`config.mk`:
```
export PLATFORM = sky130hd
export DESIGN_NAME = pvmd_alu
export DESIGN_NICKNAME = d
export VERILOG_FILES = /design/src/hw/rtl/pvmd_pkg.sv /design/src/hw/rtl/pvmd_alu.sv
export SDC_FILE = /design/constraint.sdc
export NUM_CORES = 1
export LEC_CHECK = 0
export BUFFER_PORTS_ARGS = -buffer_cell sky130_fd_sc_hd__buf_2
export CAP_MARGIN = 10
export CORE_MARGIN = 1
export CORE_UTILIZATION = 40
export DETAILED_ROUTE_END_ITERATION = 16
export PLACE_DENSITY = 0.76
export REMOVE_ABC_BUFFERS = 1
export SYNTH_ARGS = -nofsm -noshare
export SYNTH_HDL_FRONTEND = slang
export SYNTH_SLANG_ARGS = --single-unit
```
`constraint.sdc`:
```
create_clock -name vclk -period 2.65
set_input_delay 0.1325 -clock vclk [all_inputs]
set_output_delay 0.1325 -clock vclk [all_outputs]
set_load 0.01 [all_outputs]
```
`src/hw/rtl/pvmd_pkg.sv`:
```
// pvmd_pkg: types and constants shared by the planar video memory datapath
// no dependencies; used by the interfaces, pvmd_alu and the top level
package pvmd_pkg;

  localparam int unsigned NumPlanes   = 4;
  localparam int unsigned ByteWidth   = 8;
  localparam int unsigned AddrWidth   = 16;
  localparam int unsigned CfgIdxWidth = 8;
  localparam int unsigned CfgDatWidth = 8;
  localparam int unsigned WordWidth   = NumPlanes * ByteWidth;

  typedef logic [ByteWidth-1:0]                 byte_t;
  typedef logic [NumPlanes-1:0][ByteWidth-1:0]  word_t;

  // configuration register indexes
  typedef enum logic [CfgIdxWidth-1:0] {
    REG_SET_RESET     = 8'd0,
    REG_COLOR_COMPARE = 8'd1,
    REG_DATA_ROTATE   = 8'd2,
    REG_GRAPHICS_MODE = 8'd3,
    REG_BIT_MASK      = 8'd4,
    REG_MAP_MASK      = 8'd5,
    REG_READ_MAP_SEL  = 8'd6,
    REG_GRAPHICS_EN   = 8'd7
  } reg_idx_e;

  typedef enum logic [1:0] {
    WMODE_ROTATE = 2'd0,
    WMODE_LATCH  = 2'd1,
    WMODE_EXPAND = 2'd2,
    WMODE_MASKED = 2'd3
  } wmode_e;

  typedef enum logic [1:0] {
    LOP_NONE = 2'd0,
    LOP_AND  = 2'd1,
    LOP_OR   = 2'd2,
    LOP_XOR  = 2'd3
  } lop_e;

  typedef struct packed {
    logic [7:0] set_reset_ctrl;
    logic [7:0] color_compare_ctrl;
    logic [4:0] data_rotate;
    logic [3:0] graphics_mode;
    logic [7:0] bit_mask;
    logic [3:0] map_mask;
    logic [1:0] read_map_select;
    logic       graphics_enable;
  } cfg_t;

  localparam cfg_t CfgReset = '{
    set_reset_ctrl:     8'h00,
    color_compare_ctrl: 8'h00,
    data_rotate:        5'd0,
    graphics_mode:      4'd0,
    bit_mask:           8'hff,
    map_mask:           4'hf,
    read_map_select:    2'd0,
    graphics_enable:    1'b0
  };

endpackage

```
`src/hw/rtl/pvmd_alu.sv`:
```
// pvmd_alu: write-mode data build, plane merge, colour compare and read select
// depends on pvmd_pkg (cfg_t, word_t, write mode and logic op codes)
module pvmd_alu (
  input  pvmd_pkg::cfg_t  cfg_i,
  input  logic            is_write_i,
  input  pvmd_pkg::byte_t wdata_i,
  input  pvmd_pkg::word_t mem_word_i,
  input  pvmd_pkg::word_t latches_i,
  output pvmd_pkg::word_t new_word_o,
  output pvmd_pkg::byte_t result_o
);

  pvmd_pkg::wmode_e wmode;
  pvmd_pkg::lop_e   lop;
  logic [15:0]      rot_wide;
  pvmd_pkg::byte_t  rot;
  pvmd_pkg::byte_t  bmask;
  pvmd_pkg::byte_t  mmask;
  logic [3:0]       srval, sren, color, care;
  pvmd_pkg::word_t  gfx_word;
  pvmd_pkg::byte_t  cmp_mask;

  assign wmode    = pvmd_pkg::wmode_e'(cfg_i.graphics_mode[1:0]);
  assign lop      = pvmd_pkg::lop_e'(cfg_i.data_rotate[4:3]);
  assign rot_wide = {wdata_i, wdata_i} >> cfg_i.data_rotate[2:0];
  assign rot      = rot_wide[7:0];
  assign bmask    = cfg_i.bit_mask;
  assign mmask    = rot & bmask;
  assign srval    = cfg_i.set_reset_ctrl[3:0];
  assign sren     = cfg_i.set_reset_ctrl[7:4];
  assign color    = cfg_i.color_compare_ctrl[3:0];
  assign care     = cfg_i.color_compare_ctrl[7:4];

  // per-plane data for a graphics write
  always_comb begin
    pvmd_pkg::byte_t d, lat;
    for (int p = 0; p < pvmd_pkg::NumPlanes; p++) begin
      lat = latches_i[p];
      case (wmode)
        pvmd_pkg::WMODE_LATCH: begin
          d = lat;
        end
        pvmd_pkg::WMODE_MASKED: begin
          d = ({8{srval[p]}} & mmask) | (lat & ~mmask);
        end
        default: begin
          if (wmode == pvmd_pkg::WMODE_ROTATE) begin
            d = sren[p] ? {8{srval[p]}} : rot;
          end else begin
            d = {8{wdata_i[p]}};
          end
          case (lop)
            pvmd_pkg::LOP_AND: d = d & lat;
            pvmd_pkg::LOP_OR:  d = d | lat;
            pvmd_pkg::LOP_XOR: d = d ^ lat;
            default:           d = d;
          endcase
          d = (d & bmask) | (lat & ~bmask);
        end
      endcase
      gfx_word[p] = cfg_i.map_mask[p] ? d : mem_word_i[p];
    end
  end

  // colour compare over the freshly read word, one bit per pixel
  always_comb begin
    logic [3:0] c;
    for (int i = 0; i < pvmd_pkg::ByteWidth; i++) begin
      for (int p = 0; p < pvmd_pkg::NumPlanes; p++) begin
        c[p] = mem_word_i[p][i];
      end
      cmp_mask[i] = (((c ^ color) & care) == 4'd0);
    end
  end

  always_comb begin
    new_word_o = mem_word_i;
    result_o   = '0;
    if (!cfg_i.graphics_enable) begin
      if (is_write_i) begin
        new_word_o[0] = wdata_i;
      end else begin
        result_o = mem_word_i[0];
      end
    end else if (is_write_i) begin
      new_word_o = gfx_word;
    end else if (cfg_i.graphics_mode[3]) begin
      result_o = cmp_mask;
    end else begin
      result_o = mem_word_i[cfg_i.read_map_select];
    end
  end

endmodule

```
# After elaboration in Yosys (flattened, before gate mapping)
# Cells that the tools add are included.
# Widths: inputs -> output; s select.
# classes
magnitude_cmp	1
eq_ne	5
n_shift	1
mux	38
n_bitwise	55
reduce_logical	10
# op_table
op	count
$mux 8	27
$and 8x8->8	21
$or 8x8->8	12
$pmux 8 s3	4
$pmux 8 s2	4
$and 4x4->4	8
$logic_not 4->1	8
$mux 32	1
$xor 4x4->4	8
$xor 8x8->8	4
$mux 24	1
$bmux 8 s2	1
$not 8->8	2
$shr 16x3->8	1
$eq 2x2->1 const B	3
$eq 2x1->1 const B	2
$lt 2x3->1 const B	1
$logic_not 2->1	1
$reduce_or 2->1	1
# word_totals
register_bits	0
inputBits	113
output_inout_bits	40
elab_cells	110

# Logic depth before layout (Yosys ltp)
# Gate-level depths: netlist of the first run.
# depth
ltp_word	13
depth_mapped	13
depth_no_buf	11

# Worst setup path before layout of the first run
# No wires, ideal clock.
# synth_path
path_kind	input to output
start	input cfg_i[19] (netlist name)
end	output new_word_o[6] (netlist name)
arrival_time_ps	2251
required_time_ps	2518
slack_ps	267
stages	11
path_buffers	1
path_cell_list	buf_6 > mux4_2 > mux2i_1 > o21ai_1 > nand2_1 > ha_1 > mux2i_1 > a22oi_1 > and3_1 > a221oi_1 > o31ai_1
# synth_lines
element	line	text
start: declaration	pvmd_alu.sv:4	input pvmd_pkg::cfg_t cfg_i,
end: declaration	pvmd_alu.sv:9	output pvmd_pkg::word_t new_word_o,

==> reports/results.tsv, run 1 <==
stage	metric	value	unit
critical_path	launching element type of the critical path	input pin	
logic_synthesis	area share of the leading cell type in the synthesized netlist	15.6	%
floorplanning	Starting Density	41.0	%
critical_path	kind of end point of the critical path	output pin	
grt	antenna violations before repair	1	
timing	max-slew violation count	0	
flow_run	maxcap violations	0	
critical_path	Worst EP arrival	2400	ps
timing	Max-Slew Margin vs Limit	53.3	%
grt	wire length of the first global-routing pass	29.8	mm
routing	final wirelength	20.1	mm
floorplanning	vertical extent of the die	115	µm
timing	share of the cycle needed by the critical path after routing	95.7	%
grt	global-route usage over all layers	28.8	%
final_layout	total non-filler cell area in the finished layout	0.00629	mm²
logic_synthesis	number of distinct library cells after synthesis	33	
power	worst supply voltage drop on vdd	0.129	mV
logic_synthesis	leading post-synthesis cells by instance count	73 x sky130_fd_sc_hd__inv_1, 64 x sky130_fd_sc_hd__ha_1, 51 x sky130_fd_sc_hd__nand2_1	
logic_synthesis	main area contributors after synthesis	sky130_fd_sc_hd__ha_1 16%, sky130_fd_sc_hd__mux2i_1 9.3%, sky130_fd_sc_hd__mux2_4 8.7%	
timing	worst-margin pin slew	699	ps
critical_path	Setup Crit Path Kind	in -> out	
timing	Fin Hold WS	689	ps
power	P_leak	3.14	nW
final_layout	Antenna Cells	0	
routing	DRT antenna net count	0	
logic_synthesis	instance count of the mapped netlist	656	
routing	drt first-iter violations	675	
routing	via count of the routed design	5976	
min_path	Hold Path Class	in -> out	
timing	unrepaired setup endpoints after global routing	yes	
logic_synthesis	leading cell type by number of instances after synthesis	sky130_fd_sc_hd__inv_1	
final_layout	fraction of layout cells with a size suffix above 1	34.5	%
floorplanning	top-level I/O count	153	
placement	last weighted congestion value of the routability-driven placer	0.951	
routing	count of unresolved DRC violations after routing	0	
logic_synthesis	Synthesis Warnings	0	
placement	DP HPWL	15.2	mm
final_layout	utilization after layout	50.0	%
critical_path	critical path data required time	2520	ps
floorplanning	die outline area	0.0133	mm²
final_layout	sequential cell area	0	µm²
placement	area post-placement	0.00614	mm²
logic_synthesis	Mapped Avg Cell Area	7.85	µm²
timing	sum of negative setup slack	0	ps
min_path	Hold Crit Endpoint	new_word_o[25]	
power	power density relative to cell area	193	mW/mm²
logic_synthesis	cell type with the highest aggregate area in the netlist	sky130_fd_sc_hd__ha_1	
grt	largest net degree at the start of global routing	53	
timing	Max Fclk	394	MHz
routing	vias per cell	6.20	
critical_path	highest net fanout along the worst path	7	
final_layout	final sequential cell count	0	
final_layout	post-synthesis to final-layout area growth	22.1	%
floorplanning	Die W	115	µm
final_layout	Clock Buffer Count	0	
timing	final number of setup-violating endpoints	0	
floorplanning	count of standard-cell rows	41	
logic_synthesis	portion of the post-synthesis area used by sequential elements	0	%
timing	final number of hold-violating endpoints	0	
min_path	worst hold path startpoint	mem_word_i[25]	
timing	shortest clock period the worst path allows after layout	2540	ps
floorplanning	core region area	0.0126	mm²
final_layout	Filler Cells Inserted	1259	
final_layout	combined area of the multi-input logic cells	0.00467	mm²
grt	grt total ovfl	0	
routing	number of detailed-route iterations in the first pass	5	
routing	Routed wire per std cell	20.8	µm
logic_synthesis	Post-Syn Area	0.00515	mm²
min_path	worst hold stages	3	
placement	Buffers on Ports	152	
grt	via count of the first global-routing pass	5662	
final_layout	fin nets	971	
outcome	outcome	finished, final reports clean	
## worst max-delay path: stages
cell and delay [ps]:
sky130_fd_sc_hd__buf_2 150, sky130_fd_sc_hd__mux4_2 530, sky130_fd_sc_hd__mux2i_1 210, sky130_fd_sc_hd__buf_4 170, sky130_fd_sc_hd__o21ai_0 70, sky130_fd_sc_hd__nand2_1 100
sky130_fd_sc_hd__ha_1 130, sky130_fd_sc_hd__mux2i_1 70, sky130_fd_sc_hd__a221oi_1 270, sky130_fd_sc_hd__o211ai_1 150, sky130_fd_sc_hd__nand3_1 120, sky130_fd_sc_hd__o221a_1 170
sky130_fd_sc_hd__buf_2 130
## report_power, final
group | leakage, nW | switching [mW] | internal (mW)
registers | 0 | 0 | 0
clock network | 0 | 0 | 0
logic | 3.14 | 0.669 | 0.542
total | 3.14 | 0.669 | 0.542
## cell type report
| class | instances | share of cell area (%) |
|---|---|---|
| inverters | 73 | 4.36 |
| multi-input cells | 521 | 74.3 |
| well taps | 172 | 3.42 |
| repair buffers | 198 | 18.0 |
## worst max path at each step
stage                           from             end  slack (ps)  depth (start not counted)
after floorplan            cfg_i[19]   new_word_o[6]         350                         10
after global placement     cfg_i[19]   new_word_o[4]          20                         12
after detailed placement   cfg_i[19]  new_word_o[29]         -10                         13
after CTS                  cfg_i[19]  new_word_o[29]          70                         13
after global routing      wdata_i[1]   new_word_o[2]         -30                         12
final                     wdata_i[3]  new_word_o[28]         110                         13
## routing by layer
metal	vias up	GRT usage (%)	wire [µm]
met1	2786	37.1	8030
met2	395	48.5	9140
met4	2	8.31	490
met5	-	0	15
li1	2740	-	-
met3	53	5.70	2380
## what timing repair did
item                                    CTS  global route
setup buffers                             0             3
resized for setup                         1            23
hold buffers                              0             0
endpoints found under the setup margin    2            29
pin swaps                                 0            10
## logic make-up (layout without fill, tap and decap cells)
group	after synthesis	count (layout)	share of synthesized area [%]
simple gates	128	128	12.9
fa+ha+maj	64	64	15.6
xor+xnor	32	32	5.44
compound gates	201	201	29.1
buf+inv	135	271	11.5
mux	96	96	25.5
## through the flow
| step | instances | setup WS [ps] | power, mW |
|---|---|---|---|
| 2_1_floorplan | 594 | 353 | 0.634 |
| 6_report | 964 | 115 | 1.21 |
| 4_1_cts | 961 | 69.0 | 1.15 |
| 5_1_grt | 964 | -28.8 | 1.31 |
| 3_5_place_dp | 961 | -13.3 | 1.14 |
| 3_3_place_gp | 961 | 15.3 | 1.12 |
## cells in the final DEF (no fill, tap or decap), types with 18 or more instances in the layout
cell type	Yosys	final
sky130_fd_sc_hd__a221oi_1	32	18
sky130_fd_sc_hd__a21oi_1	28	28
sky130_fd_sc_hd__mux2_4	30	30
sky130_fd_sc_hd__ha_1	64	64
sky130_fd_sc_hd__mux2i_1	48	45
sky130_fd_sc_hd__o211ai_1	24	24
sky130_fd_sc_hd__o21ai_0	28	26
sky130_fd_sc_hd__nand2_1	51	51
sky130_fd_sc_hd__xor2_1	32	32
sky130_fd_sc_hd__buf_2	2	151
sky130_fd_sc_hd__buf_4	0	45
sky130_fd_sc_hd__nand3_1	33	33
sky130_fd_sc_hd__o221a_1	24	24
sky130_fd_sc_hd__inv_1	73	73
sky130_fd_sc_hd__a22oi_1	32	32
(Power assumes the default switching activity.)
==> run 2, diff against run 1 <==
SETUP_SLACK_MARGIN = 0.5   (was default)
==> run 2 against run 1 <==
Utilization increased by 2.6 points; critical path depth is the same; wire length increased by 2.2%; hold slack worse by 32 ps; clock-buffer cell count is the same; maximum frequency decreased by 0.27%; sequential share of layout area did not move; non-clock buffer count grew 7; largest cell class unchanged; highest routed layer is now met4; total power rose by 7.6%.
==> reports/results.tsv, run 2 (synthesized netlist as in run 1, its figures left out) <==
stage	metric	value	unit
placement	number of placed instances, taps included	961	
power	Sw Pwr	0.713	mW
final_layout	utilization after layout	52.6	%
floorplanning	count of standard-cell rows	41	
power	worst supply voltage drop on vdd	0.127	mV
power	share of total power consumed by net switching	54.7	%
timing	share of the cycle needed by the critical path after routing	95.9	%
final_layout	Clock Buffer Count	0	
final_layout	final sequential cell count	0	
routing	vias per cell	6.22	
final_layout	fraction of layout cells with a size suffix above 1	40.6	%
final_layout	sequential cell area	0	µm²
floorplanning	top-level I/O count	153	
routing	number of detailed-route iterations in the first pass	5	
critical_path	delay of the slowest critical-path stage	550	ps
outcome	outcome	finished, final reports clean	
timing	max-slew violation count	0	
critical_path	Worst EP arrival	2410	ps
min_path	Hold Path Class	in -> out	
final_layout	most common library cell in the layout ignoring fill and taps	sky130_fd_sc_hd__buf_2	
timing	final number of setup-violating endpoints	0	
power	combinational fraction of design power	100.0	%
timing	Max-Slew Margin vs Limit	52.4	%
power	power density relative to cell area	197	mW/mm²
floorplanning	Starting Density	41.0	%
grt	via count of the first global-routing pass	5748	
timing	Max Fclk	393	MHz
floorplanning	core region area	0.0126	mm²
floorplanning	die outline area	0.0133	mm²
timing	worst-margin pin slew	709	ps
placement	DP HPWL	15.2	mm
final_layout	final non-filler cell total	971	
grt	wire length of the first global-routing pass	30.4	mm
timing	unrepaired setup endpoints after global routing	yes	
final_layout	most frequent cells in the layout	144 x sky130_fd_sc_hd__buf_2, 73 x sky130_fd_sc_hd__inv_1, 58 x sky130_fd_sc_hd__ha_1, 52 x sky130_fd_sc_hd__buf_4, 43 x sky130_fd_sc_hd__nand2_1	
cts	cts hold-fix bufs	0	
routing	count of unresolved DRC violations after routing	0	
floorplanning	vertical extent of the die	115	µm
critical_path	worst path bufs/invs	3	
power	P_leak	3.21	nW
critical_path	critical path data required time	2520	ps
grt	global-route usage over all layers	29.5	%
final_layout	Filler Cells Inserted	1230	
placement	last weighted congestion value of the routability-driven placer	0.951	
final_layout	post-synthesis to final-layout area growth	28.4	%
timing	shortest clock period the worst path allows after layout	2540	ps
critical_path	kind of end point of the critical path	output pin	
final_layout	fin nets	978	
grt	antenna violations before repair	0	
timing	final number of hold-violating endpoints	0	
final_layout	Antenna Cells	0	
final_layout	combined area of the multi-input logic cells	0.00489	mm²
critical_path	highest net fanout along the worst path	8	
placement	Buffers on Ports	152	
power	power share of the clock group	0	%
critical_path	launching element type of the critical path	input pin	
floorplanning	Die W	115	µm
critical_path	crit path cell chain	buf_12 -> mux4_2 -> mux2i_2 -> buf_4 -> o21ai_1 -> nand2_1 -> ha_1 -> mux2i_1 -> a221oi_2 -> o211ai_1 -> nand3_1 -> o221a_1 -> buf_2	
routing	drt first-iter violations	657	
power	fraction of power consumed by sequential logic	0	%
grt	grt total ovfl	0	
flow_run	maxcap violations	0	
critical_path	Setup Crit Path Kind	in -> out	
critical_path	CP max-delay cell	sky130_fd_sc_hd__mux4_2	
critical_path	kind of cell with the highest combined delay on the critical path	multiplexers	
routing	final wirelength	20.5	mm
routing	via count of the routed design	6043	
power	internal power	0.590	mW
routing	Routed wire per std cell	21.1	µm
routing	DRT antenna net count	0	
grt	largest net degree at the start of global routing	53	
==> run 2: cell type report <==
type	instances	area share, %
Tap cell	172	3.25
Timing Repair Buffer	205	18.6
Multi-Input combinational cell	521	74.0
Inverter	73	4.14
==> run 2: per-layer routing <==
layer / share of wire (%) / up-vias / GRT usage [%]
li1: - / 2752 / -
met1: 40 / 2846 / 38.7
met2: 46 / 383 / 50.1
met3: 11 / 62 / 4.08
met4: 2.6 / 0 / 8.57
met5: 0 / - / 0
==> run 2: power groups by stage <==
stage | logic [mW] | registers (mW) | clock network [mW]
floorplan | 0.634 | 0 | 0
global route | 1.40 | 0 | 0
finish | 1.30 | 0 | 0
CTS | 1.19 | 0 | 0
global placement | 1.12 | 0 | 0
detailed placement | 1.14 | 0 | 0
==> run 2: final timing paths <==
path                  slack, ps        endpoint  cells after the start        from
worst max-delay path        110  new_word_o[30]                     13   cfg_i[19]
worst min-delay path        660   new_word_o[5]                      4  wdata_i[5]
==> run 2: stage by stage <==
step	TNS (ps)	hold WS, ps	setup WS [ps]	cell area, µm²	power [mW]
after detailed placement	-19.1	685	-13.3	6140	1.14
after floorplan	0	311	353	4830	0.634
after global placement	0	673	15.3	6140	1.12
after global routing	-4.31	678	-4.31	6610	1.40
after CTS	0	644	161	6330	1.19
final	0	657	108	6610	1.30
==> run 2: repair_timing <==
item | in CTS | in global routing
gates cloned | 0 | 0
endpoints found under the setup margin | 32 | 32
setup buffers | 8 | 2
gates resized for setup | 40 | 62
pin swaps | 50 | 79
==> run 3, diff against run 2 <==
ABC_AREA = 1   (was default)
==> run 3 against run 2 <==
Cell area grew 12%; critical path depth up 9; sequential cell count is the same; critical path type unchanged.
==> reports/results.tsv, run 3 <==
stage	metric	value	unit
outcome	outcome	finished, final reports clean	
routing	met2 routed wirelength	11.1	mm
final_layout	Filler Cells Inserted	1384	
floorplanning	vertical extent of the die	120	µm
floorplanning	count of standard-cell rows	42	
routing	top routing layer in use	met4	
power	power share of the clock group	0	%
grt	global-route usage over all layers	34.7	%
logic_synthesis	instance count of the mapped netlist	1121	
logic_synthesis	Mapped Avg Cell Area	4.93	µm²
power	power density relative to cell area	193	mW/mm²
min_path	Hold Path Class	in -> out	
timing	shortest clock period the worst path allows after layout	2340	ps
min_path	worst hold stages	4	
critical_path	Setup Crit Path Kind	in -> out	
power	Sw Pwr	0.898	mW
routing	via count of the routed design	8388	
routing	number of detailed-route iterations in the first pass	6	
timing	final number of hold-violating endpoints	0	
logic_synthesis	fraction of the mapped netlist area in simple logic gates	46.7	%
logic_synthesis	Post-Syn Area	0.00553	mm²
final_layout	final sequential cell count	0	
grt	grt total ovfl	0	
timing	Fin Hold WS	668	ps
final_layout	sequential cell area	0	µm²
timing	sum of negative setup slack	0	ps
routing	routed metal-1 wirelength	9.54	mm
timing	share of the cycle needed by the critical path after routing	88.3	%
placement	last weighted congestion value of the routability-driven placer	0.971	
final_layout	Clock Buffer Count	0	
routing	routed wire length on met3	3.44	mm
grt	via count of the first global-routing pass	7864	
final_layout	Antenna Cells	0	
min_path	Hold Crit Endpoint	new_word_o[1]	
power	worst supply voltage drop on vdd	0.110	mV
logic_synthesis	multiplexer share of the synthesized area	0	%
grt	wire length of the first global-routing pass	40.0	mm
floorplanning	core region area	0.0133	mm²
timing	final number of setup-violating endpoints	0	
logic_synthesis	compound-gate portion of the synthesized area	25.0	%
power	fraction of power consumed by sequential logic	0	%
grt	antenna violations before repair	0	
timing	final worst setup slack	311	ps
placement	Buffers on Ports	152	
routing	count of unresolved DRC violations after routing	0	
logic_synthesis	portion of the post-synthesis area used by sequential elements	0	%
min_path	worst hold path startpoint	wdata_i[1]	
routing	DRT antenna net count	0	
power	internal power	0.535	mW
routing	vias per cell	5.77	
final_layout	most common library cell in the layout ignoring fill and taps	sky130_fd_sc_hd__nand2_1	
timing	unrepaired setup endpoints after global routing	yes	
timing	max-slew violation count	0	
logic_synthesis	dominant combinational cell family by area after synthesis	simple AND/OR/NAND/NOR gates	
placement	pre-CTS setup slack	204	ps
floorplanning	die outline area	0.0143	mm²
routing	final wirelength	25.1	mm
timing	Max Fclk	428	MHz
critical_path	kind of end point of the critical path	output pin	
logic_synthesis	area share of the leading cell type in the synthesized netlist	31.4	%
routing	drt first-iter violations	1005	
logic_synthesis	main area contributors after synthesis	sky130_fd_sc_hd__nand2_1 31%, sky130_fd_sc_hd__ha_1 14%, sky130_fd_sc_hd__inv_1 9.0%	
power	Final Power	1.43	mW
final_layout	fraction of layout cells with a size suffix above 1	26.1	%
floorplanning	top-level I/O count	153	
logic_synthesis	leading post-synthesis cells by instance count	463 x sky130_fd_sc_hd__nand2_1, 132 x sky130_fd_sc_hd__inv_1, 99 x sky130_fd_sc_hd__nand3_1	
routing	Routed wire per std cell	17.3	µm
power	P_leak	4.29	nW
logic_synthesis	Post-Synth Adder-Cell Area	14.5	%
final_layout	fin nets	1457	
cts	cts hold-fix bufs	0	
final_layout	post-synthesis to final-layout area growth	34.1	%
grt	largest net degree at the start of global routing	46	
logic_synthesis	leading cell type by number of instances after synthesis	sky130_fd_sc_hd__nand2_1	
final_layout	most frequent cells in the layout	418 x sky130_fd_sc_hd__nand2_1, 144 x sky130_fd_sc_hd__buf_2, 130 x sky130_fd_sc_hd__inv_1, 67 x sky130_fd_sc_hd__nand3_1, 61 x sky130_fd_sc_hd__ha_1	
placement	DP HPWL	17.9	mm
critical_path	Worst EP arrival	2210	ps
logic_synthesis	number of distinct library cells after synthesis	29	
critical_path	critical path data required time	2520	ps
floorplanning	Die W	120	µm
power	share of total power consumed by net switching	62.7	%
logic_synthesis	Synthesis Warnings	0	
timing	Max-Slew Margin vs Limit	59.8	%
logic_synthesis	post-synthesis xor/xnor area fraction	0	%
flow_run	maxcap violations	0	
timing	worst-margin pin slew	601	ps
critical_path	launching element type of the critical path	input pin	
floorplanning	Starting Density	41.4	%
critical_path	highest net fanout along the worst path	5	
logic_synthesis	cell type with the highest aggregate area in the netlist	sky130_fd_sc_hd__nand2_1	
power	combinational fraction of design power	100.0	%
critical_path	CP startpoint	wdata_i[6]	
[run 3: cell types whose count changed after synthesis, sizes merged, moves of 33 or more]
cell	change
nand3	+66
nand2	+427
o21ai	+33
inv	+68
nor2	+55
mux2i	-48
[run 3: stage by stage]
step / instances / utilization [%] / instance area (µm²)
finish: 1454 / 55.6 / 7420
global route: 1454 / 55.6 / 7420
CTS: 1451 / 54.0 / 7210
detailed placement: 1421 / 48.4 / 6460
global placement: 1421 / 48.4 / 6460
floorplan: 1072 / - / 5310
[run 3: kinds of logic (layout without fill, tap and decap cells)]
kind of cell	Yosys count	count (layout)
fa+ha+maj	64	64
buf+inv	193	350
simple gates	641	641
compound gates	223	223
[run 3: cell type report]
cell class	instances	area (µm²)	share of cell area (%)
multi-input cells	928	5380	72.5
repair buffers	206	1240	16.7
inverters	144	579	7.81
well taps	176	220	2.97
[run 3: critical path: stages]
cell and delay [ps]:
sky130_fd_sc_hd__buf_2 160, sky130_fd_sc_hd__nand2_4 90, sky130_fd_sc_hd__nand3_4 110, sky130_fd_sc_hd__nand3_2 110, sky130_fd_sc_hd__nand2_4 100, sky130_fd_sc_hd__nand2_1 60
sky130_fd_sc_hd__nand2_1 70, sky130_fd_sc_hd__nand2_1 90, sky130_fd_sc_hd__nand2_2 70, sky130_fd_sc_hd__inv_1 40, sky130_fd_sc_hd__ha_1 260, sky130_fd_sc_hd__nand2_1 70
sky130_fd_sc_hd__o211ai_1 110, sky130_fd_sc_hd__o21ai_1 140, sky130_fd_sc_hd__inv_1 50, sky130_fd_sc_hd__nand2_1 60, sky130_fd_sc_hd__nand2_1 50, sky130_fd_sc_hd__nand2_1 60
sky130_fd_sc_hd__nand2_1 80, sky130_fd_sc_hd__nand2_1 100, sky130_fd_sc_hd__nand2_1 50, sky130_fd_sc_hd__buf_2 140
[run 3: power by group through the flow]
stage | Sequential (mW) | Clock, mW | Combinational (mW)
4_1_cts | 0 | 0 | 1.34
2_1_floorplan | 0 | 0 | 0.715
3_5_place_dp | 0 | 0 | 1.18
6_report | 0 | 0 | 1.43
5_1_grt | 0 | 0 | 1.57
3_3_place_gp | 0 | 0 | 1.15
[run 3: metal layers]
metal  vias up  GRT usage [%]
met1      3724           45.1
met3        92           6.84
met2       603           56.0
li1       3969              -
met4         0           13.6
met5         -              0
[run 3: how the worst max path moves through the flow]
stage and to:
4_1_cts new_word_o[1], 3_5_place_dp new_word_o[2], 3_3_place_gp new_word_o[2], 2_1_floorplan new_word_o[6], 5_1_grt new_word_o[6], 6_report new_word_o[1]
[run 3: what timing repair did]
item                       in CTS  in global routing
resized for setup             111                 46
setup endpoints to repair      32                 32
pin swaps                      48                 22
buffers inserted               29                  3
gates cloned                    1                  0
